$ cat src/hdl/mdsm_pkg.sv
// shared types and constants of the multi-deck sample mixer
// no dependencies
package mdsm_pkg;

	localparam int SAMPLE_W = 16;
	localparam int TBL_AW = 11;
	localparam int TBL_MID = 512;
	localparam int TBL_LAST = 1024;
	localparam int FRAC_W = 22;
	localparam logic [31:0] EXP_STEP = 32'd4228380000;
	localparam logic [15:0] UNITY_GAIN = 16'd16384;

	localparam logic [1:0] MODE_LOAD = 2'd0;
	localparam logic [1:0] MODE_VOL = 2'd1;
	localparam logic [1:0] MODE_TICK = 2'd2;

	typedef enum logic [1:0] {
		OP_LOAD = 2'd0,
		OP_VOL = 2'd1,
		OP_TICK = 2'd2
	} op_t;

	typedef struct packed {
		op_t op;
		logic [1:0] deck;
		logic signed [SAMPLE_W-1:0] sample;
		logic [15:0] volume;
		logic last;
	} cmd_t;

	typedef struct packed {
		logic we;
		logic [TBL_AW-1:0] addr;
		logic [15:0] data;
	} tbl_wr_t;

endpackage

$ cat src/hdl/mdsm_back.sv
// back end: carries out load, volume and tick commands, walks the decks, soft clips the mix
// depends on mdsm_pkg; sample and tanh memories sit in the top level
module mdsm_back import mdsm_pkg::*; #(
	parameter int NUM_DECKS = 4,
	parameter int DECK_DEPTH = 65536,
	localparam int AW = $clog2(DECK_DEPTH),
	localparam int SADDR_W = $clog2(NUM_DECKS * (2 ** AW))
) (
	input  logic                       clk,
	input  logic                       arst_n,
	input  logic                       cmd_valid,
	input  cmd_t                       cmd,
	output logic                       deq,
	output logic                       s_we,
	output logic [SADDR_W-1:0]         s_waddr,
	output logic [SAMPLE_W-1:0]        s_wdata,
	output logic [SADDR_W-1:0]         s_raddr,
	input  logic [SAMPLE_W-1:0]        s_rdata,
	output logic [TBL_AW-1:0]          t_raddr,
	input  logic [15:0]                t_rdata,
	input  logic                       pop,
	output logic                       empty,
	output logic signed [SAMPLE_W-1:0] mixed_sample
);
	localparam int PW = $clog2(DECK_DEPTH + 1);
	localparam int DK_W = (NUM_DECKS > 1) ? $clog2(NUM_DECKS) : 1;
	localparam int MIX_W = 33 + $clog2(NUM_DECKS);

	typedef enum logic [3:0] {
		ST_IDLE,
		ST_CHK,
		ST_MUL,
		ST_ACC,
		ST_CL_IDX,
		ST_CL_RD0,
		ST_CL_RD1,
		ST_CL_MUL,
		ST_CL_OUT
	} st_t;

	st_t state_q;
	logic [PW-1:0] pos_q [NUM_DECKS];
	logic [PW-1:0] len_q [NUM_DECKS];
	logic [PW-1:0] lptr_q [NUM_DECKS];
	logic [15:0] gain_q [NUM_DECKS];
	logic [NUM_DECKS-1:0] act_q;
	logic [NUM_DECKS-1:0] loading_q;
	logic [DK_W-1:0] k_q;
	logic signed [MIX_W-1:0] mix_q;
	logic signed [32:0] prod_q;
	logic [TBL_AW-1:0] tidx_q;
	logic [FRAC_W-1:0] f_q;
	logic [15:0] lo_q;
	logic signed [39:0] prod2_q;
	logic res_valid_q;
	logic signed [SAMPLE_W-1:0] res_q;

	logic [DK_W-1:0] idx;
	logic [PW-1:0] cur_pos;
	logic [PW-1:0] cur_len;
	logic [PW-1:0] cur_lptr;
	logic [15:0] cur_gain;
	logic cur_act;
	logic cur_loading;
	logic [PW-1:0] eff_ptr;
	logic room;
	logic [PW-1:0] new_ptr;
	logic playable;
	logic last_k;
	logic [TBL_AW-1:0] tnext;
	logic signed [MIX_W:0] u;
	logic signed [16:0] diff;
	logic [39:0] acc;

	assign idx = (state_q == ST_IDLE) ? DK_W'(cmd.deck) : k_q;
	assign cur_pos = pos_q[idx];
	assign cur_len = len_q[idx];
	assign cur_lptr = lptr_q[idx];
	assign cur_gain = gain_q[idx];
	assign cur_act = act_q[idx];
	assign cur_loading = loading_q[idx];

	// first sample of a load restarts the pointer
	assign eff_ptr = cur_loading ? cur_lptr : '0;
	assign room = eff_ptr < PW'(DECK_DEPTH);
	assign new_ptr = room ? eff_ptr + PW'(1) : eff_ptr;
	assign playable = cur_act && (cur_pos < cur_len) && (cur_pos < PW'(DECK_DEPTH));
	assign last_k = (k_q == DK_W'(NUM_DECKS - 1));

	assign deq = (state_q == ST_IDLE) && cmd_valid;
	assign s_we = deq && (cmd.op == OP_LOAD) && room;
	assign s_waddr = SADDR_W'({idx, eff_ptr[AW-1:0]});
	assign s_wdata = cmd.sample;
	assign s_raddr = SADDR_W'({k_q, cur_pos[AW-1:0]});

	assign tnext = (tidx_q == TBL_AW'(TBL_LAST)) ? tidx_q : tidx_q + TBL_AW'(1);
	assign t_raddr = (state_q == ST_CL_RD1) ? tnext : tidx_q;

	assign u = {mix_q[MIX_W-1], mix_q} + (MIX_W+1)'(64'd2147483648);
	assign diff = $signed({1'b0, t_rdata}) - $signed({1'b0, lo_q});
	assign acc = {2'b00, lo_q, 22'd0} + 40'(prod2_q) + 40'd2097152;

	assign empty = !res_valid_q;
	assign mixed_sample = res_q;

	always_ff @(posedge clk or negedge arst_n) begin
		if (!arst_n) begin
			state_q <= ST_IDLE;
			for (int d = 0; d < NUM_DECKS; d++) begin
				pos_q[d] <= '0;
				len_q[d] <= '0;
				lptr_q[d] <= '0;
				gain_q[d] <= UNITY_GAIN;
			end
			act_q <= '0;
			loading_q <= '0;
			k_q <= '0;
			mix_q <= '0;
			prod_q <= '0;
			tidx_q <= '0;
			f_q <= '0;
			lo_q <= '0;
			prod2_q <= '0;
			res_valid_q <= 1'b0;
			res_q <= '0;
		end else begin
			if (pop && res_valid_q) begin
				res_valid_q <= 1'b0;
			end
			case (state_q)
				ST_IDLE: begin
					if (cmd_valid) begin
						case (cmd.op)
							OP_LOAD: begin
								lptr_q[idx] <= new_ptr;
								if (cmd.last) begin
									len_q[idx] <= new_ptr;
									gain_q[idx] <= cmd.volume;
									pos_q[idx] <= '0;
									act_q[idx] <= 1'b1;
									loading_q[idx] <= 1'b0;
								end else begin
									loading_q[idx] <= 1'b1;
									if (!cur_loading) begin
										act_q[idx] <= 1'b0;
									end
								end
							end
							OP_VOL: gain_q[idx] <= cmd.volume;
							OP_TICK: begin
								k_q <= '0;
								mix_q <= '0;
								state_q <= ST_CHK;
							end
							default: state_q <= ST_IDLE;
						endcase
					end
				end
				ST_CHK: begin
					if (playable) begin
						pos_q[idx] <= cur_pos + PW'(1);
						state_q <= ST_MUL;
					end else begin
						if (cur_act) begin
							act_q[idx] <= 1'b0;
						end
						if (last_k) begin
							state_q <= ST_CL_IDX;
						end else begin
							k_q <= k_q + DK_W'(1);
						end
					end
				end
				ST_MUL: begin
					prod_q <= $signed(s_rdata) * $signed({1'b0, cur_gain});
					state_q <= ST_ACC;
				end
				ST_ACC: begin
					mix_q <= mix_q + MIX_W'(prod_q);
					if (last_k) begin
						state_q <= ST_CL_IDX;
					end else begin
						k_q <= k_q + DK_W'(1);
						state_q <= ST_CHK;
					end
				end
				ST_CL_IDX: begin
					// saturate outside [-4,4) onto the end points of the table
					if (u[MIX_W]) begin
						tidx_q <= '0;
						f_q <= '0;
					end else if (|u[MIX_W-1:32]) begin
						tidx_q <= TBL_AW'(TBL_LAST);
						f_q <= '0;
					end else begin
						tidx_q <= {1'b0, u[31:FRAC_W]};
						f_q <= u[FRAC_W-1:0];
					end
					state_q <= ST_CL_RD0;
				end
				ST_CL_RD0: state_q <= ST_CL_RD1;
				ST_CL_RD1: begin
					lo_q <= t_rdata;
					state_q <= ST_CL_MUL;
				end
				ST_CL_MUL: begin
					prod2_q <= diff * $signed({1'b0, f_q});
					state_q <= ST_CL_OUT;
				end
				ST_CL_OUT: begin
					if (!res_valid_q) begin
						res_q <= {~acc[37], acc[36:22]};
						res_valid_q <= 1'b1;
						state_q <= ST_IDLE;
					end
				end
				default: state_q <= ST_IDLE;
			endcase
		end
	end
endmodule

$ cat config.mk
export PLATFORM = sky130hd
export DESIGN_NAME = mdsm_back
export DESIGN_NICKNAME = d
export VERILOG_FILES = /design/src/hdl/mdsm_pkg.sv /design/src/hdl/mdsm_back.sv
export SDC_FILE = /design/constraint.sdc
export NUM_CORES = 2
export LEC_CHECK = 0
export ABC_AREA = 0
export BUFFER_PORTS_ARGS = -buffer_cell sky130_fd_sc_hd__clkbuf_2
export CORE_ASPECT_RATIO = 1.2
export CORE_UTILIZATION = 60
export CTS_CLUSTER_DIAMETER = 80
export DETAILED_ROUTE_END_ITERATION = 12
export GPL_TIMING_DRIVEN = 1
export PLACE_DENSITY = 0.89
export SLEW_MARGIN = 0
export SYNTH_ARGS = -nofsm -noshare
export SYNTH_HDL_FRONTEND = slang
export SYNTH_SLANG_ARGS = --single-unit
$ cat constraint.sdc
create_clock -name clk -period 13.5 [get_ports clk]
set_input_delay 1.35 -clock clk [delete_from_list [all_inputs] [get_ports clk]]
set_output_delay 1.35 -clock clk [all_outputs]
set_load 0.1 [all_outputs]
After elaboration in Yosys (flattened, before gate mapping)
Index checks and enable logic that the tools add are counted.
- bits in registers: 454
- input bits: 73
- output and inout bits: 82
- word-level logic and storage cells: 174
- add/sub/neg operators: 9
- multiply operators: 2
- order comparisons: 7
- eq/ne operators: 24
- muxes and demuxes: 68
- bitwise logic cells: 10
- reductions and logical operators: 26
- operators with widths (operator ; number):
    68-bit two-way mux ; 4
    68-bit bitwise mux ; 3
    17-bit two-way mux ; 9
    68-bit one-hot mux with 2 select lines ; 1
    64-bit one-hot mux with 2 select lines ; 1
    17-bit binary-select mux with 2-bit select ; 3
    35-bit two-way mux ; 2
    35-bit one-hot mux with 2 select lines ; 1
    68-bit bitwise AND ; 1
    68-bit NOT ; 1
    64-bit bitwise mux ; 1
    64-bit two-way mux ; 1
    16-bit two-way mux ; 3
    11-bit two-way mux ; 4
    22-bit two-way mux ; 2
    4-bit two-way mux ; 11
    38-bit by 22-bit adder with 38-bit output, second input constant ; 1
    38-bit adder ; 1
    17-bit by 23-bit multiplier with 38-bit output ; 1
    35-bit by 33-bit adder with 36-bit output, second input constant ; 1
    4-bit one-hot mux with 9 select lines ; 1
    35-bit by 33-bit adder with 35-bit output ; 1
    17-bit by 1-bit adder with 17-bit output, second input constant ; 2
    17-bit demux with 2-bit select ; 1
    other kinds (47) ; 89

Longest topological paths before layout
- word-level depth: 13
- mapped depth: 36
- mapped depth without buffers: 34

Worst setup path before layout
Ideal clock, no wire load.
- kind: in2reg
- start: input port t_rdata[1]
- end: register prod2_q[36]
- setup time: 125 ps
- data arrival time: 9075 ps
- required time: 13375 ps
- path slack: 4300 ps
- stages: 33
- buffers on the path: 2
- cells stage by stage: ha_1 -> nor2b_1 -> o21ai_0 -> a21boi_0 -> o21ai_0 -> a21boi_0 -> o2111ai_1 -> nand3_1 -> and4_1 -> clkbuf_1 -> nor2_1 -> clkbuf_1 -> nand3_1 -> fa_1 -> inv_1 -> fa_1 -> fa_1 -> fa_1 -> fa_1 -> inv_1 -> fa_1 -> inv_1 -> ha_1 -> a211oi_1 -> nand2_1 -> a41oi_1 -> or4_1 -> a41oi_1 -> a31oi_1 -> o211ai_1 -> a21oi_1 -> xnor2_1 -> mux2_2
- word-level cells in the longest chain between the ends: 2
- RTL lines (element ; line ; text):
    from (decl) ; mdsm_back.sv:20 ; input logic [15:0] t_rdata,
    16-bit by 16-bit subtractor with 17-bit output ; mdsm_back.sv:100 ; assign diff = $signed({1'b0, t_rdata}) - $signed({1'b0, lo_q});
    17-bit by 23-bit multiplier with 38-bit output ; mdsm_back.sv:207 ; prod2_q <= diff * $signed({1'b0, f_q});
    to (signal assigned) ; mdsm_back.sv:207 ;
    to (decl) ; mdsm_back.sv:54 ; logic signed [39:0] prod2_q;
No other way between the ends.
A chain may end at the register's enable or synchronous reset.

Worst setup path in the final report
- start: input port t_rdata[1]
- end: register prod2_q[37]
Same word-level chain as after synthesis.

==> run summary <==
Outcome: complete, no violations
Total die area: 0.07415 mm2
Setup CP Type: in2reg
Clk root buf: clkbuf_16
RSZ-0062 raised after global routing: false
Hold WS: 476.2 ps
Slew Limit Headroom: 0.1639
Initial antenna violation count: 5
Mapped Nets: 5736
First-pass GRT wire length: 186.7 mm
DR WL/cell: 19.84 um
Final period util: 0.7684
Routability Congestion: 1.002
Synth Register Bits: 433
Setup crit start kind: input port
Slowest cell on crit path: a311oi_1
CP required: 13990 ps
Worst Hold Class: reg2reg
DP Wirelength: 81.61 mm
Die H: 298.1 um
CTS Buf Count: 45
Post-Synth Simple-Gate Area: 0.1692
Number of nets still failing antenna checks after routing: 0
Post-synth top flop: dfrtp_1
Worst Reg2Reg Path Length in Cells: 32
Synth Warn #: 0
Die width: 248.7 um
Max Clock Freq: 0.09640 GHz
Initial Util: 0.6063
Pre-Repair DR Iteration Count: 8
Yosys top cell area share: 0.2449
Layout Nets: 5710
Post-Synth XOR/XNOR Area: 0.02558
Share of cells above drive strength 1: 0.09496
Clock sinks: 433
Count leader, synth: nand2_1
Tmin final: 10370 ps
Core Box Area: 0.07229 mm2
Fin. max-slew vios: 0
Post-synth EDFFs: 0
Fin. Hold Viols: 0
Top fanout value on the critical path: 16
Non-filler instance count after layout: 5781
Setup TNS: 0 ps
Crit. End Element: flop
Total Wirelength: 114.7 mm
CP arrival: 10860 ps
Postcts setup bufs: 0
Largest family of logic cells by synthesized area: adder cells
Compound-cell area share of the yosys netlist: 0.1027
H-tree Lvls: 2
I/O pin count: 155
Post-Syn Area: 0.04383 mm2
Mux contribution to synthesized area: 0.05084
Post-synthesis async set-or-reset flop share: 1.000
Synth cell count leaders: nand2_1 (875), inv_1 (672), fa_1 (495)
Hold depth: 2
DR vias: 35.37k
Port Buf Inserts: 122
Hold-fix buffers at CTS: 0
Residual DRC: 0
Mean area per synthesized cell: 9.066 um2
Crit-path most repeated cell: fa_1
Crit-path max cell delay: 680 ps
Clock buffer depth: 3
Total track usage: 0.3134
Cts repair resizes: 0
Number of global-route vias before repair: 37.56k
Top cells by area, synth: dfrtp_1 (24%), fa_1 (23%), ha_1 (9.5%)
Iter 0 DRT Violations: 2838
Grt total ovfl: 0
Largest net degree at the start of global routing: 157
Number of max-cap violations: 0
Final setup violation count: 0
Clock transition at path regs: 60 ps
Placed Cells: 5697
FILL cells: 5321
CTS tree: yes
Area Growth Syn to Fin: 6.494%
Clock latency on the worst-skew pair: 600 ps
Register area share after synthesis: 0.2473
Syn Inst Count: 4835
Worst Max-Slew Pin Slew: 1247 ps
Count of standard-cell rows: 108
Count of cell types in the netlist: 82
Vias/cell: 6.119
Post-synth top area cell: dfrtp_1
Post-Synth Adder-Cell Area: 0.3211
Final Skew: 27.30 ps
## state kept, by name (all words and copies together) (netlist names), named ones only
signal / count
tidx_q: 11
len_q: 68
pos_q: 68
lptr_q: 68
mix_q: 35
prod2_q: 17
gain_q: 64
mixed_sample: 16
prod_q: 33
res_valid_q: 1
k_q: 2
state_q: 4
f_q: 22
lo_q: 16
## cell usage in the layout, fill, tap and decap left out, types with 34 or more instances in the layout
cell / n
xnor2_1: 73
nand2b_1: 34
a21o_1: 52
mux2_2: 137
nor2b_1: 56
a22o_1: 44
mux2i_1: 54
and3_1: 55
and2_1: 189
fa_1: 495
nor3_1: 50
nand2_1: 875
a31oi_1: 39
ha_1: 333
buf_4: 67
xor2_1: 51
clkbuf_2: 121
o21ai_0: 283
a21oi_1: 102
clkbuf_16: 45
dfrtp_1: 429
inv_1: 672
nand3_1: 122
a211oi_1: 50
nor2_1: 131
## through the flow
step / instance area (um2) / utilization / setup slack [ps]
2_1_floorplan: 43830 / - / 4300
3_3_place_gp: 45110 / 0.6240 / 3052
3_5_place_dp: 45110 / 0.6240 / 2661
4_1_cts: 46680 / 0.6456 / 3267
5_1_grt: 46680 / 0.6457 / 2681
6_report: 46680 / 0.6457 / 3127
## worst max-delay path, delay by kind of cell
| family | cells | cell delay (ps) |
|---|---|---|
| AO/OA/AOI/OAI | 11 | 3570 |
| adder cells (fa/ha/maj) | 8 | 3450 |
| buffers and inverters | 4 | 260 |
| multiplexers | 1 | 230 |
| AND/OR/NAND/NOR | 8 | 1990 |
## per-layer routing
layer	up-vias	routed length, um	GRT usage
met4	6	7497	0.1992
met5	-	50	0
met2	1723	56630	0.5393
li1	15574	-	-
met3	536	9395	0.06055
met1	17533	41120	0.3582
## cell type report
class	instances	area (um2)	area share
multi-input combinational	3465	29420	0.6303
sequential	433	10840	0.2322
inverter	674	2532	0.05425
clock buffer	65	1341	0.02873
tap	935	1170	0.02506
timing repair buffer	190	1144	0.02450
clock inverter	17	225.2	0.004825
antenna	2	5.005	0.0001072
## worst paths after layout
check	from	end	slack, ps
min in group asynchronous	arst_n	lptr_q[41]	820
max in group asynchronous	arst_n	lo_q[14]	10500
setup reg to reg	lo_q[1]	prod2_q[37]	3450
setup / recovery	t_rdata[1]	prod2_q[37]	3130
hold / removal	lptr_q[28]	lptr_q[28]	480
hold reg to reg	lptr_q[28]	lptr_q[28]	480
## logic make-up (layout without fill, tap and decap cells)
group,Yosys count,after routing
AOI/OAI and AO/OA,705,705
and+or+nand+nor,1605,1605
adders and majority gates,828,828
DFF,433,433
muxes,199,199
xor gates and xnor gates,128,128
buffers and inverters,937,946
other,0,2
Power is left out: the tool's default activity adds up to more than one toggle a clock period on the data nets, which glitch-free logic cannot reach.
