File: src/hdl/mdsm_pkg.sv
// shared types and constants of the multi-deck sample mixer
// no dependencies
package mdsm_pkg;

	localparam int SAMPLE_W = 16;
	localparam int TBL_AW = 11;
	localparam int TBL_MID = 512;
	localparam int TBL_LAST = 1024;
	localparam int FRAC_W = 22;
	localparam logic [31:0] EXP_STEP = 32'd4228380000;
	localparam logic [15:0] UNITY_GAIN = 16'd16384;

	localparam logic [1:0] MODE_LOAD = 2'd0;
	localparam logic [1:0] MODE_VOL = 2'd1;
	localparam logic [1:0] MODE_TICK = 2'd2;

	typedef enum logic [1:0] {
		OP_LOAD = 2'd0,
		OP_VOL = 2'd1,
		OP_TICK = 2'd2
	} op_t;

	typedef struct packed {
		op_t op;
		logic [1:0] deck;
		logic signed [SAMPLE_W-1:0] sample;
		logic [15:0] volume;
		logic last;
	} cmd_t;

	typedef struct packed {
		logic we;
		logic [TBL_AW-1:0] addr;
		logic [15:0] data;
	} tbl_wr_t;

endpackage

File: src/hdl/mdsm_tbl_init.sv
// builds the tanh table after reset: exp recurrence by shift-add, quotient by restoring division
// depends on mdsm_pkg
module mdsm_tbl_init import mdsm_pkg::*; (
	input  logic    clk,
	input  logic    arst_n,
	output tbl_wr_t wr,
	output logic    ready
);
	typedef enum logic [2:0] {
		IN_PREP,
		IN_DIV,
		IN_WPOS,
		IN_WNEG,
		IN_MPREP,
		IN_MUL,
		IN_NEXT,
		IN_DONE
	} in_state_t;

	in_state_t state_q;
	logic [9:0] j_q;
	logic [32:0] e_q;
	logic [48:0] rem_q;
	logic [48:0] dsh_q;
	logic [15:0] q_q;
	logic [3:0] b_q;
	logic [64:0] acc_q;
	logic [64:0] mc_q;
	logic [31:0] rr_q;
	logic [4:0] c_q;
	logic [32:0] num;
	logic [33:0] den;

	assign num = 33'h1_0000_0000 - e_q;
	assign den = 34'h1_0000_0000 + 34'(e_q);

	always_comb begin
		wr.we = (state_q == IN_WPOS) || (state_q == IN_WNEG);
		if (state_q == IN_WNEG) begin
			wr.addr = TBL_AW'(TBL_MID) - TBL_AW'(j_q);
			wr.data = 16'd32768 - q_q;
		end else begin
			wr.addr = TBL_AW'(TBL_MID) + TBL_AW'(j_q);
			wr.data = 16'd32768 + q_q;
		end
	end

	assign ready = (state_q == IN_DONE);

	always_ff @(posedge clk or negedge arst_n) begin
		if (!arst_n) begin
			state_q <= IN_PREP;
			j_q <= '0;
			e_q <= 33'h1_0000_0000;
			rem_q <= '0;
			dsh_q <= '0;
			q_q <= '0;
			b_q <= '0;
			acc_q <= '0;
			mc_q <= '0;
			rr_q <= '0;
			c_q <= '0;
		end else begin
			case (state_q)
				IN_PREP: begin
					rem_q <= {1'b0, num, 15'd0} + 49'(den >> 1);
					dsh_q <= {den, 15'd0};
					q_q <= '0;
					b_q <= 4'd15;
					state_q <= IN_DIV;
				end
				IN_DIV: begin
					if (rem_q >= dsh_q) begin
						rem_q <= rem_q - dsh_q;
						q_q <= {q_q[14:0], 1'b1};
					end else begin
						q_q <= {q_q[14:0], 1'b0};
					end
					dsh_q <= dsh_q >> 1;
					if (b_q == 4'd0) begin
						state_q <= IN_WPOS;
					end else begin
						b_q <= b_q - 4'd1;
					end
				end
				IN_WPOS: state_q <= IN_WNEG;
				IN_WNEG: begin
					if (j_q == 10'(TBL_MID)) begin
						state_q <= IN_DONE;
					end else begin
						state_q <= IN_MPREP;
					end
				end
				IN_MPREP: begin
					acc_q <= 65'h8000_0000;
					mc_q <= 65'(e_q);
					rr_q <= EXP_STEP;
					c_q <= 5'd31;
					state_q <= IN_MUL;
				end
				IN_MUL: begin
					if (rr_q[0]) begin
						acc_q <= acc_q + mc_q;
					end
					mc_q <= mc_q << 1;
					rr_q <= rr_q >> 1;
					if (c_q == 5'd0) begin
						state_q <= IN_NEXT;
					end else begin
						c_q <= c_q - 5'd1;
					end
				end
				IN_NEXT: begin
					e_q <= acc_q[64:32];
					j_q <= j_q + 10'd1;
					state_q <= IN_PREP;
				end
				IN_DONE: state_q <= IN_DONE;
				default: state_q <= IN_PREP;
			endcase
		end
	end
endmodule

File: config.mk
export PLATFORM = sky130hd
export DESIGN_NAME = mdsm_tbl_init
export DESIGN_NICKNAME = d
export VERILOG_FILES = /design/src/hdl/mdsm_pkg.sv /design/src/hdl/mdsm_tbl_init.sv
export SDC_FILE = /design/constraint.sdc
export NUM_CORES = 1
export LEC_CHECK = 0
export BUFFER_PORTS_ARGS = -buffer_cell sky130_fd_sc_hd__buf_4
export CORE_UTILIZATION = 30
export CTS_BUF_LIST = sky130_fd_sc_hd__clkbuf_8
export CTS_CLUSTER_SIZE = 30
export DETAILED_ROUTE_END_ITERATION = 12
export GPL_TIMING_DRIVEN = 1
export PLACE_DENSITY = 0.53
export SLEW_MARGIN = 20
export SYNTH_ARGS = -nofsm -noshare
export SYNTH_HDL_FRONTEND = slang
export SYNTH_SLANG_ARGS = --single-unit
File: constraint.sdc
create_clock -name clk -period 5.5 [get_ports clk]
set_clock_uncertainty 0.05 [all_clocks]
set_input_delay 0 -clock clk [delete_from_list [all_inputs] [get_ports clk]]
set_output_delay 0 -clock clk [all_outputs]
set_load 0.01 [all_outputs]
# Yosys cells after proc, flatten, opt, wreduce, memory -nomap -nowiden
# Index checks and enable logic that the tools add are counted.
[word_totals] ff_bits=331 inputBits=2 output_inout_bits=29
[classes] n_addsub=12 order_cmp=1 n_eq_ne=14 n_mux=18 reduce_logical=11
[op_table] cell="one-hot mux 65 bit (2 select lines)" count=2
[op_table] cell="one-hot mux 49 bit (2 select lines)" count=2
[op_table] cell="adder 65 bit" count=1
[op_table] cell="2-to-1 mux 65 bit" count=1
[op_table] cell="one-hot mux 32 bit (2 select lines)" count=1
[op_table] cell="adder 48 x 33 -> 49 bit" count=1
[op_table] cell="greater-or-equal comparator 49 bit" count=1
[op_table] cell="2-to-1 mux 49 bit" count=1
[op_table] cell="subtractor 49 bit" count=1
[op_table] cell="adder 33 x 33 -> 34 bit, first input constant" count=1
[op_table] cell="subtractor 33 bit, first input constant" count=1
[op_table] cell="one-hot mux 16 bit (2 select lines)" count=1
[op_table] cell="2-to-1 mux 27 bit" count=1
[op_table] cell="one-hot mux 3 bit (8 select lines)" count=1
[op_table] cell="adder 16 bit, first input constant" count=1
[op_table] cell="subtractor 16 bit, first input constant" count=1
[op_table] cell="== test 3 bit, second input constant" count=4
[op_table] cell="inequality test 2 bit, second input constant" count=6
[op_table] cell="adder 10 x 10 -> 11 bit, first input constant" count=1
[op_table] cell="subtractor 10 x 10 -> 11 bit, first input constant" count=1
[op_table] cell="adder 10 x 1 -> 10 bit, second input constant" count=1
[op_table] cell="== test 10 bit, second input constant" count=1
[op_table] cell="one-hot mux 5 bit (2 select lines)" count=1
[op_table] cell="AND reduction 2 bit" count=5
[op_table] cell="other kinds (15)" count=18

# Logic depth before layout (Yosys ltp)
# Gate-level depths: netlist (run 1).
[depth] word_depth=3 mapped_depth=19 depth_no_buf=18

# Least setup slack after synthesis (run 1)
# No wires, ideal clock.
[synth_timing] path_kind="reg2reg" start="reg e_q[4]" end="reg rem_q[45]" t_arrival_ps=4156 path_slack_ps=1158 stages_incl_launch_ff=16 path_buffers=1 synth_period_minus_slack_ps=4342 path_cell_list="dfrtp_1 -> or4_4 -> or3_1 -> buf_4 -> nor3_1 -> xnor2_1 -> ha_1 -> nand2_1 -> nor4_1 -> o21ai_0 -> a31oi_1 -> or3b_1 -> or4b_1 -> xnor2_1 -> o211ai_1 -> o211ai_2"
[synth_via] elab_chain_cells=3 elab_cells_between_ends=4 classes_between="add/sub (3); mux (1)"
[synth_rtl] element="from (decl)" line_no="mdsm_tbl_init.sv:22" text="logic [32:0] e_q;"
[synth_rtl] element="from (signal assigned)" line_no="mdsm_tbl_init.sv:114" text="e_q <= acc_q[64:32];"
[synth_rtl] element="subtractor 33 bit / adder 33 x 33 -> 34 bit (equally long branches)" line_no="mdsm_tbl_init.sv:34, mdsm_tbl_init.sv:35"
[synth_rtl] element="adder 48 x 33 -> 49 bit (*)" line_no="mdsm_tbl_init.sv:66" text="rem_q <= {1'b0, num, 15'd0} + 49'(den >> 1);"
[synth_rtl] element="one-hot mux 49 bit (2 select lines) (*)" line_no="mdsm_tbl_init.sv:64" text="case (state_q)"
[synth_rtl] element="to (signal assigned)" line_no="mdsm_tbl_init.sv:66"
[synth_rtl] element="to (signal assigned)" line_no="mdsm_tbl_init.sv:74" text="rem_q <= rem_q - dsh_q;"
[synth_rtl] element="to (decl)" line_no="mdsm_tbl_init.sv:23" text="logic [48:0] rem_q;"
# Every way passes the cells marked *; elsewhere a longest branch is shown, timed or not.
# A chain may end at the register's enable or synchronous reset.

# Worst setup path in the final report (run 1)
# Ends and elaborated chain as after synthesis.

==> impl_results.md, run 1 <==
- Drt via density: 5.31
- Worst IR drop on VDD: 0.155 mV
- Hold Fails Final Rpt: 0
- DRC: 0
- Initial antenna violation count: 6
- Register area share after synthesis: 36.4%
- Type of the most critical hold path: in -> async
- Drt total wl: 67.9 mm
- Storage element area: 8290 um2
- R2R cell count: 15
- Core area: 74,800 um2
- Hpwl dp: 49.6 mm
- Die area: 77,000 um2
- I/O pins: 31
- Most used DFF post-synth: dfrtp_1
- Reg2reg end: rem_q[45]
- Setup_tns: 0 ps
- Most used cell, CP: xnor2_1
- Post-CTS sizing: 0
- Kind of end point of the critical path: flip-flop
- Final worst-path cycle share: 86.2%
- Setup Crit Path Kind: reg -> reg
- Post-synth top area cell: dfrtp_1
- Pins Over Slew Limit: 0
- Commonest cells in the netlist: nand2_1, dfrtp_1, o21ai_0
- Multi-input gate area: 13,500 um2
- Critical Path Fanout Max: 10
- IO buf count: 30
- Setup WS pre-CTS: between 800 and 900 ps
- CP Launch Type: flip-flop
- Clk buf depth: 3
- Asr flop ratio synth: 100%
- Final instance area: 25,200 um2
- 1st-pass router iterations: 7
- Die W: 278 um
- Worst setup margin: 759 ps
- Slew HR: 30.0%
- Fmax: 0.211 GHz
- Worst Tran Pin Value: approximately 1000 ps
- Final setup vio count: 0
- PD cells: 197 nW/um2
- Post-route ant nets: 0
- Initial DRC count: 1,475
- Arrival @ worst endpoint: 5250 ps
- GP Congestion: 0.884
- Die height: 278 um
- Largest net degree at the start of global routing: 154
- Netlist cell types: 84
- Min cycle time layout: 4740 ps
- Syn Nets: 2,933
- Max Cap Viol: 0
- Via count: about 20,000
- WL/cell: about 18 um
- Synthesis Warnings: 0
- Reg2reg start: e_q[4]
- FF-to-FF setup slack: 760 ps
- Initial Util: between 30% and 40%
- Final Util: 33.6%
- Top-count cell post-synth: nand2_1
- Outcome: completed
- Worst-path cell chain: or4_4 > or3_1 > nor3_1 > xnor2_1 > ha_1 > nand2_1 > nor4_1 > o21ai_0 > a31oi_1 > buf_4 > or3b_1 > or4b_1 > xnor2_1 > o211ai_1 > o211ai_2
- Synth top area share: 36.3%
- CTS root buffer: clkbuf_8
- Fillers: ~7,900
- Skew-Pair Late Insertion Delay: 690 ps
- Mean Syn Cell Area: between 8 and 9 um2
- Clock-pin transition on the worst setup and hold timing paths: approximately 70 ps
- GRT overflow: 0
- Slowest-stage cell, CP: or4_4
- Static leakage: 12.2 nW
- Top post-synthesis cells by area: dfrtp_1, nand2_1, ha_1, o21ai_0, a21oi_1
- Synthesis-to-layout area growth: 10.5%
- Seq cells post-synth: 331
- # nets final: roughly 2,900
- Post-synth EDFFs: 0
- CTS tree: done
- Clock sink count: 331
- # rows: 100
- TritonCTS buffer count: a little over 60
- Dpl cell area: 23,800 um2
- H-Tree Depth: 2
- CP required: 6010 ps
- RSZ-0062 raised after global routing: false
- First-pass GRT wire length: between 100 and 150 mm
- Vias in the first global route: 18,900
- Ratio of cells with drive above 1 in the final layout: 7.55%
- Cell count after synthesis: about 2,800
- Max stage delay on crit path: ~630 ps
- Gr usage total: 17.3%
- Mapped Area: approximately 23,000 um2
==> per-layer routing <==
| layer | GRT usage (%) | share of wire, % |
|---|---|---|
| met5 | 0 | 0.044 |
| met4 | 4.94 | 2.4 |
| met3 | 2.59 | 5.4 |
| met2 | 27.1 | 44 |
| met1 | 24.6 | 48 |
==> placed cells by master, fill, tap and decap left out, drive strengths merged, types with 22 or more instances in the layout <==
master and count:
a21o 82, nand4 39, o21a 22, o21bai 23
nand3 123, o21ai 248, a21oi 224, o211ai 22
mux2 28, nand2 475, a31oi 38, and3 23
inv 132, nor3 66, buf 57, xor2 61
ha 138, a211oi 51, clkbuf 81, nor2 139
dfrtp 330, nor2b 36, xnor2 111
==> cell families after synthesis <==
| logic type | synth area share, % |
|---|---|
| AOI/OAI and AO/OA | 21.9 |
| xor gates and xnor gates | 6.61 |
| adders and majority gates | 7.84 |
| buffers and inverters | 4.70 |
| DFF | 36.4 |
| muxes | 1.65 |
| and+or+nand+nor | 20.9 |
==> registers in the layout, indices dropped and copies added (netlist names), named ones only <==
name	count
acc_q	65
e_q	33
dsh_q	49
b_q	4
rr_q	32
j_q	10
state_q	2
c_q	5
rem_q	49
q_q	16
mc_q	65
==> worst max-delay path: cells and delay by family, from the launching register on <==
family | cells | cell delay, ps
AO/OA/AOI/OAI | 4 | 590
buffers and inverters | 1 | 170
flip-flops | 1 | 450
AND/OR/NAND/NOR | 7 | 2750
adder cells (fa/ha/maj) | 1 | 340
XOR/XNOR | 2 | 250
==> cell type report <==
type	count	area share (%)
clock inverters	33	0.651
well taps	969	4.82
repair buffers	59	1.99
flip-flops and latches	331	32.9
diodes	1	0.00994
clock buffers	81	4.43
inverters	109	1.63
multi-input cells	2182	53.6
==> where the power goes <==
group          switching [mW]  internal, mW
Combinational          0.0488       0.00691
Sequential                  0          2.44
Clock                    1.15          1.32
Total                    1.20          3.76
==> per-stage QoR <==
step | cells | hold WS [ps] | power (mW)
5_1_grt | 3765 | 414 | 5.15
3_5_place_dp | 3647 | -15.4 | 2.54
2_1_floorplan | 2790 | -346 | 2.48
6_report | 3765 | 395 | 4.96
3_3_place_gp | 3647 | -20.8 | 2.54
4_1_cts | 3764 | 388 | 5.05
==> how the worst max path moves through the flow <==
| stage | to | start | slack (ps) | cells after the start |
|---|---|---|---|---|
| global route | rem_q[45] | e_q[4] | 500 | 15 |
| global placement | rem_q[45] | e_q[4] | 800 | 15 |
| CTS | rem_q[45] | e_q[4] | 770 | 15 |
| detailed placement | rem_q[45] | e_q[4] | 820 | 15 |
| finish | rem_q[45] | e_q[4] | 760 | 15 |
| floorplan | rem_q[45] | e_q[4] | 1160 | 15 |
==> what timing repair did <==
| action | 4_1_cts | 5_1_grt |
|---|---|---|
| setup buffers | 0 | 0 |
| endpoints found under the hold margin | 275 | 0 |
| hold buffers | 3 | 0 |
| setup endpoints to repair | 0 | 0 |
Power figures use the tool's default switching activity.
==> run 2, diff against run 1 <==
--- a/config.mk
+++ b/config.mk
@@ -6,12 +6,14 @@
 export NUM_CORES = 1
 export LEC_CHECK = 0
 export BUFFER_PORTS_ARGS = -buffer_cell sky130_fd_sc_hd__buf_4
+export CELL_PAD_IN_SITES_DETAIL_PLACEMENT = 1
+export CELL_PAD_IN_SITES_GLOBAL_PLACEMENT = 1
 export CORE_UTILIZATION = 30
-export CTS_BUF_LIST = sky130_fd_sc_hd__clkbuf_8
+export CTS_BUF_LIST = sky130_fd_sc_hd__clkbuf_2
 export CTS_CLUSTER_SIZE = 30
 export DETAILED_ROUTE_END_ITERATION = 12
 export GPL_TIMING_DRIVEN = 1
-export PLACE_DENSITY = 0.53
+export PLACE_DENSITY = 0.63
 export SLEW_MARGIN = 20
 export SYNTH_ARGS = -nofsm -noshare
 export SYNTH_HDL_FRONTEND = slang
==> run 2 against run 1 <==
- register-to-register slack got worse by 250 ps
- maximum frequency decreased by 4.9%
- critical path depth fell by 1
- routed wire length increased by 13%
- design area is 1.3% lower
- sequential share of layout area grew 0.43 points
- count of clock-buffer cells in the layout rose by 59
- total power shrank 8.3%
- die area stayed put
- setup slack got worse by 250 ps
- global-route usage grew 2.7 points
- highest routed layer is now met4
==> impl_results.md, run 2 (synthesis results as in run 1) <==
- WHS: 425 ps (was 395 ps)
- Core area: 74,800 um2 (unchanged)
- TritonCTS buffer count: 94 (was 61)
- Final Non-Filler Cells: 3,825 (was 3,765)
- First-pass GRT wire length: 123 mm (was 108 mm)
- Wl on met1: 35.3 mm (was 32.5 mm)
- Routed wl met2: 35.8 mm (was 30.0 mm)
- CP Launch Type: flip-flop (unchanged)
- Most frequent cells in the layout: nand2_1, dfrtp_1, o21ai_0 (unchanged)
- Max stage delay on crit path: 630 ps (about the same)
- Most common cell after layout, fill and taps aside: nand2_1 (unchanged)
- Worst setup margin: 514 ps (was 759 ps)
- Met3 WL: 3.51 mm (was 3.63 mm)
- Worst Tran Pin Value: 1070 ps (was 1050 ps)
- Slowest-stage cell, CP: or4_4 (unchanged)
- Drt total wl: 77.0 mm (was 67.9 mm)
- Hold Fails Final Rpt: 0 (unchanged)
- Via count: 20,800 (was 20,000)
- CTS tree: done (unchanged)
- Top flop regs: acc_q (65), mc_q (65) (unchanged)
- H-Tree Depth: 3 (was 2)
- Static leakage: 12.2 nW (about the same)
- Drt via density: 5.43 (was 5.31)
- CTS root buffer: clkbuf_2 (was clkbuf_8)
- Post-CTS sizing: 0 (unchanged)
- RSZ-0062 raised after global routing: false (unchanged)
- # nets final: 2,918 (was 2,887)
- Clock-pin transition on the worst setup and hold timing paths: 110 ps (was 70 ps)
- Setup Crit Path Kind: reg -> reg (unchanged)
- Die W: 278 um (unchanged)
- Min cycle time layout: 4990 ps (was 4740 ps)
- # rows: 100 (unchanged)
- WL/cell: 20.1 um (was 18.0 um)
- Slew HR: 28.0% (was 30.0%)
- Worst-path cell chain: or4_4 > or3_1 > nor3_1 > xnor2_1 > ha_1 > nand2_1 > nor4_1 > o21ai_0 > a31oi_1 > or3b_1 > or4b_1 > xnor2_1 > o211ai_1 > o211ai_2 (was or4_4 > or3_1 > nor3_1 > xnor2_1 > ha_1 > nand2_1 > nor4_1 > o21ai_0 > a31oi_1 > buf_4 > or3b_1 > or4b_1 > xnor2_1 > o211ai_1 > o211ai_2)
- Hpwl dp: 56.8 mm (was 49.6 mm)
- Type of the most critical hold path: reg -> reg (was in -> async)
- Setup WS pre-CTS: 611 ps (was 817 ps)
- Arrival @ worst endpoint: 5950 ps (was 5250 ps)
- Vias in the first global route: 21,700 (was 18,900)
- PD cells: 183 nW/um2 (was 197 nW/um2)
- Initial antenna violation count: 4 (was 6)
- Hold Buf Count CTS: 4 (was 3)
- Initial DRC count: 1,220 (was 1,475)
- Gr usage total: 20.0% (was 17.3%)
- CP required: 6470 ps (was 6010 ps)
- 1st-pass router iterations: 5 (was 7)
- Skew-Pair Late Insertion Delay: 1120 ps (was 690 ps)
- Top routing layer in use: met4 (was met5)
- Ratio of cells with drive above 1 in the final layout: 9.37% (was 7.55%)
- Pins Over Slew Limit: 0 (unchanged)
- Synthesis-to-layout area growth: 9.07% (was 10.5%)
- Most used cell, CP: xnor2_1 (unchanged)
- Max Cap Viol: 0 (unchanged)
- Post-CTS Repair Setup Buffers: 0 (unchanged)
- I/O pins: 31 (unchanged)
- Dpl cell area: 23,800 um2 (unchanged)
- Worst IR drop on VDD: 0.103 mV (was 0.155 mV)
- IO buf count: 30 (unchanged)
- Total power: 4.55 mW (was 4.96 mW)
- Die height: 278 um (unchanged)
- Clock sink count: 331 (unchanged)
- Fmax: 0.201 GHz (was 0.211 GHz)
- Final instance area: 24,800 um2 (was 25,200 um2)
- GP Congestion: 0.889 (was 0.884)
- Kind of end point of the critical path: flip-flop (unchanged)
- Post-route ant nets: 0 (unchanged)
- Critical path buffers and inverters: 0 (was 1)
- Clk buf depth: 3 (unchanged)
- Final worst-path cycle share: 90.7% (was 86.2%)
- DRC: 0 (unchanged)
- Die area: 77,000 um2 (unchanged)
- CP delay by family, top: simple AND/OR/NAND/NOR gates (unchanged)
- Final Util: 33.2% (was 33.6%)
- Critical Path Fanout Max: 10 (unchanged)
- Largest net degree at the start of global routing: 130 (was 154)
- GRT overflow: 0 (unchanged)
- Final setup vio count: 0 (unchanged)
- Dpl cells: 3,644 (was 3,647)
- Initial Util: 30.4% (unchanged)
- Setup_tns: 0 ps (unchanged)
- Outcome: completed (unchanged)
[run 2: cell types whose count changed in the layout (fill, tap and decap cells not counted), moves of 5 or more]
cell,change
clkbuf_8,-81
inv_1,-22
buf_4,-5
diode_2,+5
clkinv_1,+19
clkbuf_2,+140
[run 2: final timing paths]
path	startpoint	to	slack (ps)	cells past startpoint
worst max-delay path	e_q[4]	rem_q[45]	510	14
worst min-delay path	rr_q[21]	rr_q[21]	420	2
worst max register to register	e_q[4]	rem_q[45]	510	14
worst min register to register	rr_q[21]	rr_q[21]	420	2
max in group asynchronous	arst_n	acc_q[46]	4100	5
min in group asynchronous	arst_n	dsh_q[13]	530	5
[run 2: layer usage]
layer	vias to the layer above	GRT usage, %
met2	375	32.7
met1	10400	26.1
met4	0	7.05
met3	144	3.92
met5	-	0
li1	9904	-
[run 2: worst register-to-register path, stage by stage (launching register included)]
cell      delay (ps)
dfrtp_1          470
or4_4            630
or3_1            580
nor3_1           260
xnor2_1          110
ha_1             340
nand2_1          120
nor4_1           470
o21ai_0          200
a31oi_1          330
or3b_1           420
or4b_1           500
xnor2_1          170
o211ai_1         130
o211ai_2         130
[run 2: cell type report]
type	count	area, um2
timing repair buffer	57	513
inverter	109	409
antenna	6	15.0
clock buffer	140	701
fill	9089	50000
clock inverter	31	230
tap	969	1210
sequential	331	8290
multi-input combinational	2182	13500
[run 2: where the power goes]
| part | internal (mW) | switching, mW |
|---|---|---|
| registers | 2.43 | 0 |
| logic | 0.00735 | 0.0514 |
| clock network | 0.870 | 1.19 |
