`src/hdl/mdsm_pkg.sv`:
```
// shared types and constants of the multi-deck sample mixer
// no dependencies
package mdsm_pkg;

	localparam int SAMPLE_W = 16;
	localparam int TBL_AW = 11;
	localparam int TBL_MID = 512;
	localparam int TBL_LAST = 1024;
	localparam int FRAC_W = 22;
	localparam logic [31:0] EXP_STEP = 32'd4228380000;
	localparam logic [15:0] UNITY_GAIN = 16'd16384;

	localparam logic [1:0] MODE_LOAD = 2'd0;
	localparam logic [1:0] MODE_VOL = 2'd1;
	localparam logic [1:0] MODE_TICK = 2'd2;

	typedef enum logic [1:0] {
		OP_LOAD = 2'd0,
		OP_VOL = 2'd1,
		OP_TICK = 2'd2
	} op_t;

	typedef struct packed {
		op_t op;
		logic [1:0] deck;
		logic signed [SAMPLE_W-1:0] sample;
		logic [15:0] volume;
		logic last;
	} cmd_t;

	typedef struct packed {
		logic we;
		logic [TBL_AW-1:0] addr;
		logic [15:0] data;
	} tbl_wr_t;

endpackage

```
`src/hdl/mdsm_front.sv`:
```
// front end: takes requests, drops the meaningless ones, holds a two-entry command queue
// depends on mdsm_pkg
module mdsm_front import mdsm_pkg::*; #(
	parameter int NUM_DECKS = 4
) (
	input  logic                       clk,
	input  logic                       arst_n,
	input  logic                       push,
	output logic                       full,
	input  logic [1:0]                 mode,
	input  logic [1:0]                 deck,
	input  logic signed [SAMPLE_W-1:0] sample,
	input  logic [15:0]                volume,
	input  logic                       last,
	input  logic                       table_ready,
	input  logic                       deq,
	output logic                       cmd_valid,
	output cmd_t                       cmd
);
	cmd_t ent_q [2];
	logic wp_q;
	logic rp_q;
	logic [1:0] cnt_q;
	logic accept;
	logic keep;
	logic deck_ok;
	cmd_t in_cmd;

	assign full = !table_ready || (cnt_q == 2'd2);
	assign accept = push && !full;
	assign deck_ok = 5'(deck) < 5'(NUM_DECKS);

	always_comb begin
		in_cmd.deck = deck;
		in_cmd.sample = sample;
		in_cmd.volume = volume;
		in_cmd.last = last;
		in_cmd.op = OP_TICK;
		keep = 1'b0;
		case (mode)
			MODE_LOAD: begin
				in_cmd.op = OP_LOAD;
				keep = deck_ok;
			end
			MODE_VOL: begin
				in_cmd.op = OP_VOL;
				keep = deck_ok;
			end
			MODE_TICK: begin
				in_cmd.op = OP_TICK;
				keep = 1'b1;
			end
			default: keep = 1'b0;
		endcase
	end

	always_ff @(posedge clk or negedge arst_n) begin
		if (!arst_n) begin
			wp_q <= 1'b0;
			rp_q <= 1'b0;
			cnt_q <= 2'd0;
		end else begin
			if (accept && keep) begin
				ent_q[wp_q] <= in_cmd;
				wp_q <= !wp_q;
			end
			if (deq && cmd_valid) begin
				rp_q <= !rp_q;
			end
			cnt_q <= cnt_q + 2'((accept && keep) ? 1 : 0) - 2'((deq && cmd_valid) ? 1 : 0);
		end
	end

	assign cmd_valid = (cnt_q != 2'd0);
	assign cmd = ent_q[rp_q];
endmodule

```
`config.mk`:
```
export PLATFORM = sky130hd
export DESIGN_NAME = mdsm_front
export DESIGN_NICKNAME = d
export VERILOG_FILES = /design/src/hdl/mdsm_pkg.sv /design/src/hdl/mdsm_front.sv
export SDC_FILE = /design/constraint.sdc
export NUM_CORES = 1
export LEC_CHECK = 0
export BUFFER_PORTS_ARGS = -buffer_cell sky130_fd_sc_hd__buf_2
export CORE_UTILIZATION = 35
export DETAILED_ROUTE_END_ITERATION = 10
export PLACE_DENSITY = 0.69
export SETUP_SLACK_MARGIN = 0.1
export SLEW_MARGIN = 20
export SYNTH_ARGS = -nofsm -noshare
export SYNTH_HDL_FRONTEND = slang
export SYNTH_SLANG_ARGS = --single-unit
```
`constraint.sdc`:
```
create_clock -name clk -period 9.7 [get_ports clk]
set_clock_uncertainty 0.15 [all_clocks]
set_input_delay 0.485 -clock clk [delete_from_list [all_inputs] [get_ports clk]]
set_output_delay 0.485 -clock clk [all_outputs]
set_load 0.05 [all_outputs]
```
Word-level counts from Yosys, hierarchy flattened
Memories as Yosys holds them, arrays and structs flattened. Index checks and enable logic that the tools add are counted.

Add/sub/neg operators: 2. Multipliers: 0. Divide/modulo/power cells: 0. Magnitude comparators: 0. Equality and inequality tests: 3. Shift-type cells: 0. Muxes and demuxes: 6. Bitwise gates (word level): 0. Reduce and logical (&&, ||, !) cells: 12.

Operators with widths (count): $mux 1 (5); $eq 2x2->1 const B (2); $logic_and 1x1->1 (4); $logic_not 1->1 (4); $pmux 2 s2 (1); $reduce_or 3->1 (1); $add 2x1->2 (1); $eq 2x1->1 const B (1); $logic_not 2->1 (1); $reduce_bool 2->1 (1); $sub 2x1->2 (1); $logic_or 1x1->1 (1).

Bits in registers: 4. Latch bits: 0. Memory bits (writable): 74. Memory bits (read-only): 0. Input port bits: 42. Output and inout bits: 39. Logic and storage cells: 27. Memories: 1.

Memory list: ent_q (depth 2, width 37, read ports 1, clocked after Yosys merged registers in 0, wr ports 1, line mdsm_front.sv:20) `cmd_t ent_q [2];`.

Longest topological paths before layout
Gate-level depths: netlist (run 1).

Depth in word-level cells: 8. Mapped depth: 7. Mapped depth without buffers: 7.

Least setup slack after synthesis (run 1)
No wires, ideal clock.

Path type: in2reg. Start point: input port mode[0]. End point: memory ent_q[0][0] in the netlist's numbering (enable). Library setup time: 0.485 ns. Arrival: 3.531 ns. Required time: 9.065 ns. Path slack: 5.533 ns. Stages: 3. Buffers on the path: 0. Path through: nand2_1 > o2111ai_4 > nor3b_1.

Longest elaborated chain between the ends: 7. Elaborated cells on any way between the ends: 9. Those cells by class: eq/ne: 2; mux: 3; reduce/logical: 4.

RTL lines: from (decl) (line mdsm_front.sv:10) `input logic [1:0] mode,`; $eq 2x2->1 (tied with other cells) (line mdsm_front.sv:40) `case (mode)`; $reduce_or 3->1 (no line) *; $mux 1 * (line mdsm_front.sv:40); $logic_and 1x1->1 * (line mdsm_front.sv:63) `if (accept && keep) begin`; $mux 1 * (line mdsm_front.sv:63); $logic_and 1x1->1 (implied by the code) * (line mdsm_front.sv:64) `ent_q[wp_q] <= in_cmd;`; $mux 1 (implied by the code) * (line mdsm_front.sv:64); to (decl) (line mdsm_front.sv:20).

Mark *: on every way between the ends. The rest lies on a longest branch, timed or not.

==> flow_metrics.env, run 1 <==
export IMPL_fin_tns_setup_ns=0
export IMPL_rsz0062_at_grt="false"
export IMPL_cp_slowest_cell="dfrtp_4"
export IMPL_synthesis_instances=137
export IMPL_ios=81
export IMPL_grt_pass1_wl_um=7350
export IMPL_cpLargestDelayFamily="flip-flops"
export IMPL_critPathMaxFanout=38
export IMPL_whs_ns=0.180
export IMPL_clock_fmax_mhz=409
export IMPL_worst_pin_slew_ns=0.641
export IMPL_ff2ff_path_depth=4
export IMPL_chipWidth_um=94.5
export IMPL_grt_pass1_vias=1535
export IMPL_end_kind="output port"
export IMPL_outcome="finished clean"
export IMPL_path_buf_inv=1
export IMPL_clock_sinks=78
export IMPL_critical_path_class="reg2out"
export IMPL_slew_headroom_pct=57.3
export IMPL_diodes=0
export IMPL_crit_cells=2
export IMPL_die_area_um2=8930
export IMPL_period_share_pct=25.2
export IMPL_area_delta_synth_final_pct=24.7
export IMPL_clockBufferDepth=2
export IMPL_worstPathRequired_ns=9.07
export IMPL_antenna_found_initial=0
export IMPL_hold_depth=1
export IMPL_avgSynthCellArea_um2=21.9
export IMPL_ys_seq_elements=78
export IMPL_holdCritPathClass="in2reg"
export IMPL_crit_chain="mux2_2 -> buf_2"
export IMPL_clock_latency_ns=0.33
export IMPL_syn_num_nets=181
export IMPL_cts_resized=0
export IMPL_grt_use_total_pct=11.5
export IMPL_p_leak_nw=1.43
export IMPL_viasPerCell=4.51
export IMPL_grt_max_degree=39
export IMPL_htreeDepth=3
export IMPL_drtAntennaViolNets=0
export IMPL_first_pass_iters=4
export IMPL_finalHoldViolations=0
export IMPL_place_area_um2=3530
export IMPL_clk_pin_slew_ns=0.08
export IMPL_yosysSeqAreaShare_pct=77.5
export IMPL_die_h_um=94.5
export IMPL_drive_above_1_share_pct=59.7
export IMPL_num_vias=1515
export IMPL_post_drt_wl_per_cell_um=13.9
export IMPL_slew_violations=0
export IMPL_root_buffer="clkbuf_8"
export IMPL_fin_nets=270
export IMPL_vdd_drop_max_uv=129
export IMPL_cts_tree="done"
export IMPL_rows=33
export IMPL_hpwlAfterDp_um=3070
export IMPL_max_cap_violations=0
export IMPL_drt_iter0_drc=69
export IMPL_yosysWarningCount=0
export IMPL_numCtsBuffers=9
export IMPL_initial_core_util_pct=36.3
export IMPL_startpoint_type="flop"
export IMPL_drc_errors=0
export IMPL_finalWirelength_um=4680
export IMPL_period_needed_ns=2.45
export IMPL_gp_congestion=0.623
export IMPL_core_um2=8260
export IMPL_synth_area_um2=3000
export IMPL_arrival_ns=1.81
export IMPL_yosys_cell_types_count=19
export IMPL_final_area_um2=3740
export IMPL_gr_total_overflow=0
export IMPL_io_buffer_count=80
export IMPL_powerDensity_nw_per_um2=278
export IMPL_max_stage_delay_ns=0.84
export IMPL_finalSetupViolations=0
report_power, final:
part           total, mW  internal (mW)  switching [mW]
Clock              0.228          0.118           0.110
Sequential         0.445          0.396          0.0494
Combinational      0.363          0.131           0.232
Total               1.04          0.645           0.392
final timing paths:
kind,from,slack [ns],endpoint
min in group asynchronous,arst_n,0.34,wp_q
min reg2reg,wp_q,0.37,wp_q
max,rp_q,7.25,cmd[6]
max in group asynchronous,arst_n,8.91,rp_q
min,sample[6],0.18,ent_q[1][23]
max reg2reg,cnt_q[1],7.75,ent_q[1][25]
what timing repair did:
action	CTS	global route
hold buffers	1	0
buffers inserted	0	0
endpoints found under the hold margin	4	0
flip-flops by register name (all words and copies together), names as in the netlist:
signal / count
cnt_q: 2
ent_q: 74
rp_q: 1
wp_q: 1
cells in the mapped netlist:
| cell | count | share of area, % |
|---|---|---|
| xnor2_1 | 3 | 0.88 |
| buf_2 | 1 | 0.17 |
| or2_1 | 1 | 0.21 |
| o21ai_0 | 1 | 0.17 |
| and2_4 | 1 | 0.29 |
| nor2_1 | 1 | 0.13 |
| ha_1 | 2 | 0.84 |
| inv_1 | 2 | 0.25 |
| nor2b_1 | 1 | 0.21 |
| buf_6 | 3 | 1.1 |
| mux2_4 | 20 | 10 |
| clkbuf_1 | 1 | 0.13 |
| nand2_1 | 2 | 0.25 |
| xor2_1 | 1 | 0.29 |
| o2111ai_4 | 1 | 0.88 |
| nor3b_1 | 1 | 0.25 |
| dfrtp_1 | 4 | 3.3 |
| edfxtp_1 | 74 | 74 |
| mux2_2 | 17 | 6.4 |
layout make-up:
class                      instances  area, µm²
fill                             764       4520
sequential                        78       2330
multi-input combinational         52        636
timing repair buffer              83        445
tap                              105        131
clock buffer                      10        128
clock inverter                     6       62.6
inverter                           2       7.51
routing by layer:
| layer | up-vias | track usage (%) | routed length (µm) | part of all wire (%) |
|---|---|---|---|---|
| met5 | - | 0 | 0 | 0 |
| met4 | 0 | 6.06 | 72 | 1.5 |
| met3 | 7 | 2.74 | 244 | 5.2 |
| met2 | 52 | 19.9 | 2440 | 52 |
| met1 | 749 | 13.1 | 1920 | 41 |
| li1 | 707 | - | - | - |
cell usage in the layout (no fill, tap or decap), types with 2 or more instances in the layout:
cell / instances
buf_2: 80
edfxtp_1: 74
mux2_4: 20
mux2_2: 17
clkbuf_8: 9
xnor2_1: 3
dfrtp_1: 3
inv_1: 2
nand2_1: 2
ha_1: 2
clkinvlp_4: 2
cells by family after synthesis:
family | count (synthesis) | share of synthesized area (%)
AO/OA/AOI/OAI | 2 | 1.04
XOR/XNOR | 4 | 1.17
adder cells (fa/ha/maj) | 2 | 0.835
buffers and inverters | 7 | 1.67
flip-flops | 78 | 77.5
multiplexers | 37 | 16.4
AND/OR/NAND/NOR | 7 | 1.34
stage by stage:
stage               instances  power (mW)  setup WS, ns  utilization [%]
finish                    336        1.04          7.25             45.2
CTS                       336        1.06          6.93             45.2
global placement          318       0.819          7.25             42.5
global route              336        1.09          7.15             45.2
detailed placement        319       0.825          7.31             42.8
floorplan                 137       0.757          5.53                -
Note: power is estimated with default switching activity, not from simulation.
==> inputs of run 2 (changes only) <==
--- a/config.mk
+++ b/config.mk
@@ -5,6 +5,7 @@
 export SDC_FILE = /design/constraint.sdc
 export NUM_CORES = 1
 export LEC_CHECK = 0
+export ABC_AREA = 1
 export BUFFER_PORTS_ARGS = -buffer_cell sky130_fd_sc_hd__buf_2
 export CORE_UTILIZATION = 35
 export DETAILED_ROUTE_END_ITERATION = 10
==> constraint.sdc (replaced) <==
create_clock -name clk -period 2.4 [get_ports clk]
set_clock_uncertainty 0.15 [all_clocks]
set_input_delay 0.12 -clock clk [delete_from_list [all_inputs] [get_ports clk]]
set_output_delay 0.12 -clock clk [all_outputs]
set_load 0.05 [all_outputs]
==> run 2 against run 1 <==
Utilization is 4.4 points higher. Global-route usage is 2.3 points higher. Total power grew to 4.4 times the previous value. First-iteration DRC count is 4.3% lower. Largest power group is now combinational logic. Clock power grew to 4.1 times the previous value. Hold slack worse by 0.050 ns. Design area is 9.7% higher. Synthesized area stayed put. Non-clock buffer count is 43 higher. Cell count is 40% higher. Critical path depth is 2 higher. Sequential share of layout area is 5.6 points lower.
==> flow_metrics.env, run 2 <==
export IMPL_outcome="finished clean"
export IMPL_async_flop_share_pct=5.13
export IMPL_cts_resized=0
export IMPL_power_switching_mw=2.04
export IMPL_p_leak_nw=1.78
export IMPL_initial_core_util_pct=36.3
export IMPL_startpoint_type="flop"
export IMPL_rows=33
export IMPL_cts_tree="done"
export IMPL_fin_nets=404
export IMPL_die_h_um=94.5
export IMPL_cts_setup_buffers=0
export IMPL_p_clk_share_pct=20.6
export IMPL_finalWirelength_um=5700
export IMPL_holdCritPathClass="in2reg"
export IMPL_syn_num_nets=276
export IMPL_hold_depth=5
export IMPL_p_seq_share_pct=35.8
export IMPL_area_delta_synth_final_pct=36.9
export IMPL_dpl_cell_count=412
export IMPL_grt_pass1_vias=2024
export IMPL_yosys_top_cells_count="123 x nand2_1, 74 x edfxtp_1, 11 x inv_1"
export IMPL_period_share_pct=82.0
export IMPL_drt_iter0_drc=66
export IMPL_clock_fmax_mhz=508
export IMPL_yosys_cell_types_count=17
export IMPL_yosysSeqAreaShare_pct=77.5
export IMPL_fin_tns_setup_ns=0
export IMPL_netlist_top_cells_area="edfxtp_1 74%, nand2_1 15%, dfrtp_1 3.3%"
export IMPL_ios=81
export IMPL_final_common_cell="nand2_1"
export IMPL_multi_input_area_um2=548
export IMPL_powerDensity_nw_per_um2=1110
export IMPL_die_area_um2=8930
export IMPL_seq_area_um2=2320
export IMPL_synth_area_um2=3000
export IMPL_regMostFlops="ent_q"
export IMPL_drtAntennaViolNets=0
export IMPL_vdd_drop_max_uv=528
export IMPL_critPathMaxFanout=38
export IMPL_critical_path_class="reg2out"
export IMPL_root_buffer="clkbuf_8"
export IMPL_htreeDepth=3
export IMPL_drc_errors=0
export IMPL_final_core_util_pct=49.7
export IMPL_clock_sinks=78
export IMPL_fill_cells=749
export IMPL_max_cap_violations=0
export IMPL_synth_most_common_cell="nand2_1"
export IMPL_post_drt_wl_per_cell_um=12.1
export IMPL_slew_violations=0
export IMPL_synth_edf_count=74
export IMPL_slew_headroom_pct=56.2
export IMPL_gp_congestion=0.632
export IMPL_grt_use_total_pct=13.8
export IMPL_yosysTopAreaCellShare_pct=74.2
export IMPL_synth_largest_area_cell="edfxtp_1"
export IMPL_drive_above_1_share_pct=27.7
export IMPL_clk_pin_slew_ns=0.07
export IMPL_gr_total_overflow=0
export IMPL_num_vias=1999
export IMPL_worstPathRequired_ns=2.13
export IMPL_ys_flop_type="edfxtp_1"
export IMPL_swShare_pct=44.8
export IMPL_diodes=0
export IMPL_first_pass_iters=6
export IMPL_end_kind="output port"
export IMPL_ys_seq_elements=78
export IMPL_synthesis_instances=232
export IMPL_worst_pin_slew_ns=0.656
export IMPL_period_needed_ns=1.97
export IMPL_io_buffer_count=80
export IMPL_reg2reg_from="cnt_q[1]"
export IMPL_yosysWarningCount=0
export IMPL_ff2ff_setup_slack_ns=0.73
export IMPL_avgSynthCellArea_um2=12.9
export IMPL_rr_endpoint="cnt_q[1]"
export IMPL_grt_pass1_wl_um=8940
export IMPL_power_frac_comb_pct=43.6
export IMPL_arrival_ns=1.70
export IMPL_top_regs="ent_q (74), cnt_q (2)"
export IMPL_whs_ns=0.130
export IMPL_largest_reg_flops=74
export IMPL_final_cells=470
export IMPL_chipWidth_um=94.5
export IMPL_clock_latency_ns=0.33
export IMPL_numCtsBuffers=9
export IMPL_cts_hold_buffers=42
export IMPL_hpwlAfterDp_um=3340
export IMPL_ff2ff_path_depth=8
export IMPL_antenna_found_initial=0
export IMPL_clockBufferDepth=2
export IMPL_holdPathEnd="wp_q"
export IMPL_grt_max_degree=39
export IMPL_finalSetupViolations=0
export IMPL_worstHoldStart="push"
export IMPL_final_cell_mix="123 x nand2_1, 80 x buf_2, 74 x edfxtp_1, 42 x dlygate4sd3_1, 11 x inv_1"
export IMPL_finalHoldViolations=0
export IMPL_viasPerCell=4.25
export IMPL_p_int_mw=2.52
export IMPL_rsz0062_at_grt="false"
export IMPL_core_um2=8260
-- run 2: changes by cell type after synthesis, sizes merged, moves of 2 or more --
cell	before	now
nand2	2	123
nor2	1	3
mux2	37	0
buf	4	8
xnor2	3	1
inv	2	12
-- run 2: metrics by stage --
step | setup slack (ns) | cell area (µm²) | power [mW]
floorplan | 0.177 | 3000 | 3.29
detailed placement | 0.741 | 3490 | 3.62
global placement | 0.789 | 3490 | 3.60
CTS | 0.363 | 4100 | 4.62
global route | 0.216 | 4100 | 4.81
finish | 0.432 | 4100 | 4.56
-- run 2: worst max path at each step --
stage                   from     endpoint  slack, ns
floorplan           cnt_q[1]  ent_q[0][0]       0.18
global placement        rp_q      cmd[14]       0.79
detailed placement      rp_q      cmd[20]       0.74
CTS                     rp_q      cmd[20]       0.36
global route            rp_q      cmd[23]       0.22
finish                  rp_q      cmd[32]       0.43
-- run 2: layer usage --
metal | up-vias | wire (µm) | GRT usage [%]
li1 | 1021 | - | -
met1 | 905 | 2450 | 14.7
met2 | 61 | 2860 | 25.4
met3 | 12 | 285 | 3.14
met4 | 0 | 111 | 7.20
met5 | - | 0 | 0
-- run 2: logic make-up after synthesis --
group,after synthesis,synth area share [%]
AOI/OAI and AO/OA,2,0.418
xor gates and xnor gates,2,0.585
adders and majority gates,2,0.835
buffers and inverters,21,4.68
DFF,78,77.5
and+or+nand+nor,127,16.0
-- run 2: area by class of cell --
type	instances	share of cell area (%)
repair buffers	126	21.1
clock inverters	6	1.53
multi-input cells	133	13.4
clock buffers	10	3.11
inverters	12	1.10
flip-flops and latches	78	56.6
well taps	105	3.20
-- run 2: worst max-delay path, cell delays in order (launching register included) --
cell	delay, ns
dfrtp_1	0.39
inv_2	0.48
nand2_1	0.11
nand2_1	0.10
buf_2	0.26
-- run 2: power by group through the flow --
| stage | Combinational, mW | Clock (mW) | Sequential, mW |
|---|---|---|---|
| floorplan | 1.63 | 0 | 1.66 |
| global placement | 1.94 | 0 | 1.66 |
| detailed placement | 1.96 | 0 | 1.66 |
| CTS | 2.02 | 0.970 | 1.63 |
| global route | 2.15 | 1.02 | 1.64 |
| finish | 1.99 | 0.939 | 1.63 |
==> inputs of run 3 (changes only) <==
==> constraint.sdc (replaced) <==
create_clock -name clk -period 2 [get_ports clk]
set_clock_uncertainty 0.15 [all_clocks]
set_input_delay 0.1 -clock clk [delete_from_list [all_inputs] [get_ports clk]]
set_output_delay 0.1 -clock clk [all_outputs]
set_load 0.05 [all_outputs]
==> run 3 against run 2 <==
Critical path depth rose by 1. Total power grew 17%. Clock power increased by 1%. First-iteration DRC count shrank 15%. Setup slack lost 0.13 ns. Via count shrank 1.1%. Cell count up 0.64%. Utilization down 0.14 points. Largest cell class unchanged. Highest routed layer unchanged.
==> flow_metrics.env, run 3 (synthesis gave the netlist of run 2 again) <==
export IMPL_drtAntennaViolNets=0
export IMPL_crit_start="rp_q"
export IMPL_final_cell_mix="123 x nand2_1, 80 x buf_2, 74 x edfxtp_1, 42 x dlygate4sd3_1, 11 x inv_1"
export IMPL_post_drt_wl_per_cell_um=11.6
export IMPL_rsz0062_at_grt="false"
export IMPL_swShare_pct=45.4
export IMPL_grt_pass1_vias=1999
export IMPL_period_share_pct=85.1
export IMPL_viasPerCell=4.18
export IMPL_final_core_util_pct=49.5
export IMPL_grt_pass1_wl_um=8870
export IMPL_area_delta_synth_final_pct=36.5
export IMPL_fill_cells=742
export IMPL_end_kind="output port"
export IMPL_p_int_mw=2.92
export IMPL_ios=81
export IMPL_final_common_cell="nand2_1"
export IMPL_finalWirelength_um=5490
export IMPL_critPathMaxFanout=20
export IMPL_gp_congestion=0.677
export IMPL_cts_tree="done"
export IMPL_clockBufferDepth=2
export IMPL_final_area_um2=4090
export IMPL_top_regs="ent_q (74), cnt_q (2)"
export IMPL_hpwlAfterDp_um=3560
export IMPL_pre_cts_slack_ns=0.354
export IMPL_numCtsBuffers=9
export IMPL_chipWidth_um=94.5
export IMPL_max_cap_violations=0
export IMPL_reg2reg_from="cnt_q[1]"
export IMPL_largest_reg_flops=74
export IMPL_critical_path_class="reg2out"
export IMPL_whs_ns=0.101
export IMPL_io_buffer_count=80
export IMPL_root_buffer="clkbuf_8"
export IMPL_outcome="finished clean"
export IMPL_period_needed_ns=1.70
export IMPL_clock_fmax_mhz=587
export IMPL_hold_depth=5
export IMPL_worst_slack_ns=0.297
export IMPL_htreeDepth=3
export IMPL_finalHoldViolations=0
export IMPL_grt_use_total_pct=13.6
export IMPL_vdd_drop_max_uv=726
export IMPL_power_switching_mw=2.43
export IMPL_worstHoldStart="push"
export IMPL_worst_pin_slew_ns=0.286
export IMPL_power_frac_comb_pct=45.6
export IMPL_arrival_ns=1.45
export IMPL_slew_headroom_pct=81.0
export IMPL_num_vias=1977
export IMPL_ff2ff_path_depth=8
export IMPL_slew_violations=0
export IMPL_first_pass_iters=4
export IMPL_drt_iter0_drc=56
export IMPL_clk_pin_slew_ns=0.07
export IMPL_regMostFlops="ent_q"
export IMPL_place_area_um2=3510
export IMPL_p_seq_share_pct=36.7
export IMPL_grt_max_degree=38
export IMPL_core_um2=8260
export IMPL_clock_latency_ns=0.34
export IMPL_drc_errors=0
export IMPL_powerDensity_nw_per_um2=1310
export IMPL_p_clk_share_pct=17.8
export IMPL_p_leak_nw=1.78
export IMPL_worstPathRequired_ns=1.75
export IMPL_diodes=0
export IMPL_fin_tns_setup_ns=0
export IMPL_startpoint_type="flop"
export IMPL_holdCritPathClass="in2reg"
export IMPL_drive_above_1_share_pct=27.7
export IMPL_antenna_found_initial=0
export IMPL_fin_nets=407
export IMPL_finalSetupViolations=0
export IMPL_die_area_um2=8930
export IMPL_clock_sinks=78
export IMPL_die_h_um=94.5
export IMPL_initial_core_util_pct=36.3
export IMPL_rows=33
export IMPL_gr_total_overflow=0
[run 3: cell count changes in the layout (fill, tap and decap cells not counted), sizes merged]
cell / delta
clkinv: +2
clkinvlp: -1
buf: +3
bufinv: -1
[run 3: per-stage QoR]
stage | cells | power (mW)
3_5_place_dp | 415 | 4.39
6_report | 473 | 5.35
5_1_grt | 473 | 5.67
4_1_cts | 473 | 5.41
3_3_place_gp | 415 | 4.36
2_1_floorplan | 232 | 3.95
[run 3: layout make-up]
type                            instances  area (µm²)  share of cell area (%)
Clock buffer                           10         128                    3.12
Clock inverter                          6        28.8                   0.704
Inverter                               12        45.0                    1.10
Multi-Input combinational cell        133         548                    13.4
Sequential cell                        78        2320                    56.8
Tap cell                              105         131                    3.21
Timing Repair Buffer                  129         886                    21.7
[run 3: final timing paths]
kind                            slack (ns)       end
min in group asynchronous             0.55  cnt_q[1]
worst max register to register        0.34  cnt_q[1]
worst min register to register        0.37  cnt_q[0]
max in group asynchronous             0.97      wp_q
worst max-delay path                  0.30    cmd[2]
worst min-delay path                  0.10      wp_q
[run 3: worst max-delay path, stage by stage (launching register included)]
cell,delay (ns)
dfrtp_1,0.40
inv_2,0.06
buf_4,0.22
nand2_1,0.08
nand2_1,0.07
buf_2,0.28
[run 3: per-layer routing]
metal  up-vias  part of all wire [%]  track usage, %
li1       1022                     -               -
met1       894                    43            15.5
met2        55                    51            23.9
met3         6                   5.3            4.43
met4         0                   1.0            4.92
met5         -                     0               0
[run 3: power groups by stage]
stage | sequential (mW) | combinational [mW] | clock, mW
global placement | 1.99 | 2.37 | 0
finish | 1.96 | 2.44 | 0.950
global route | 1.97 | 2.65 | 1.05
detailed placement | 2.00 | 2.39 | 0
CTS | 1.96 | 2.47 | 0.982
floorplan | 1.99 | 1.96 | 0
[run 3: repair_timing]
item	4_1_cts	5_1_grt
buffers inserted	0	0
endpoints found under the hold margin	80	0
hold buffers	42	0
gates resized for setup	0	0
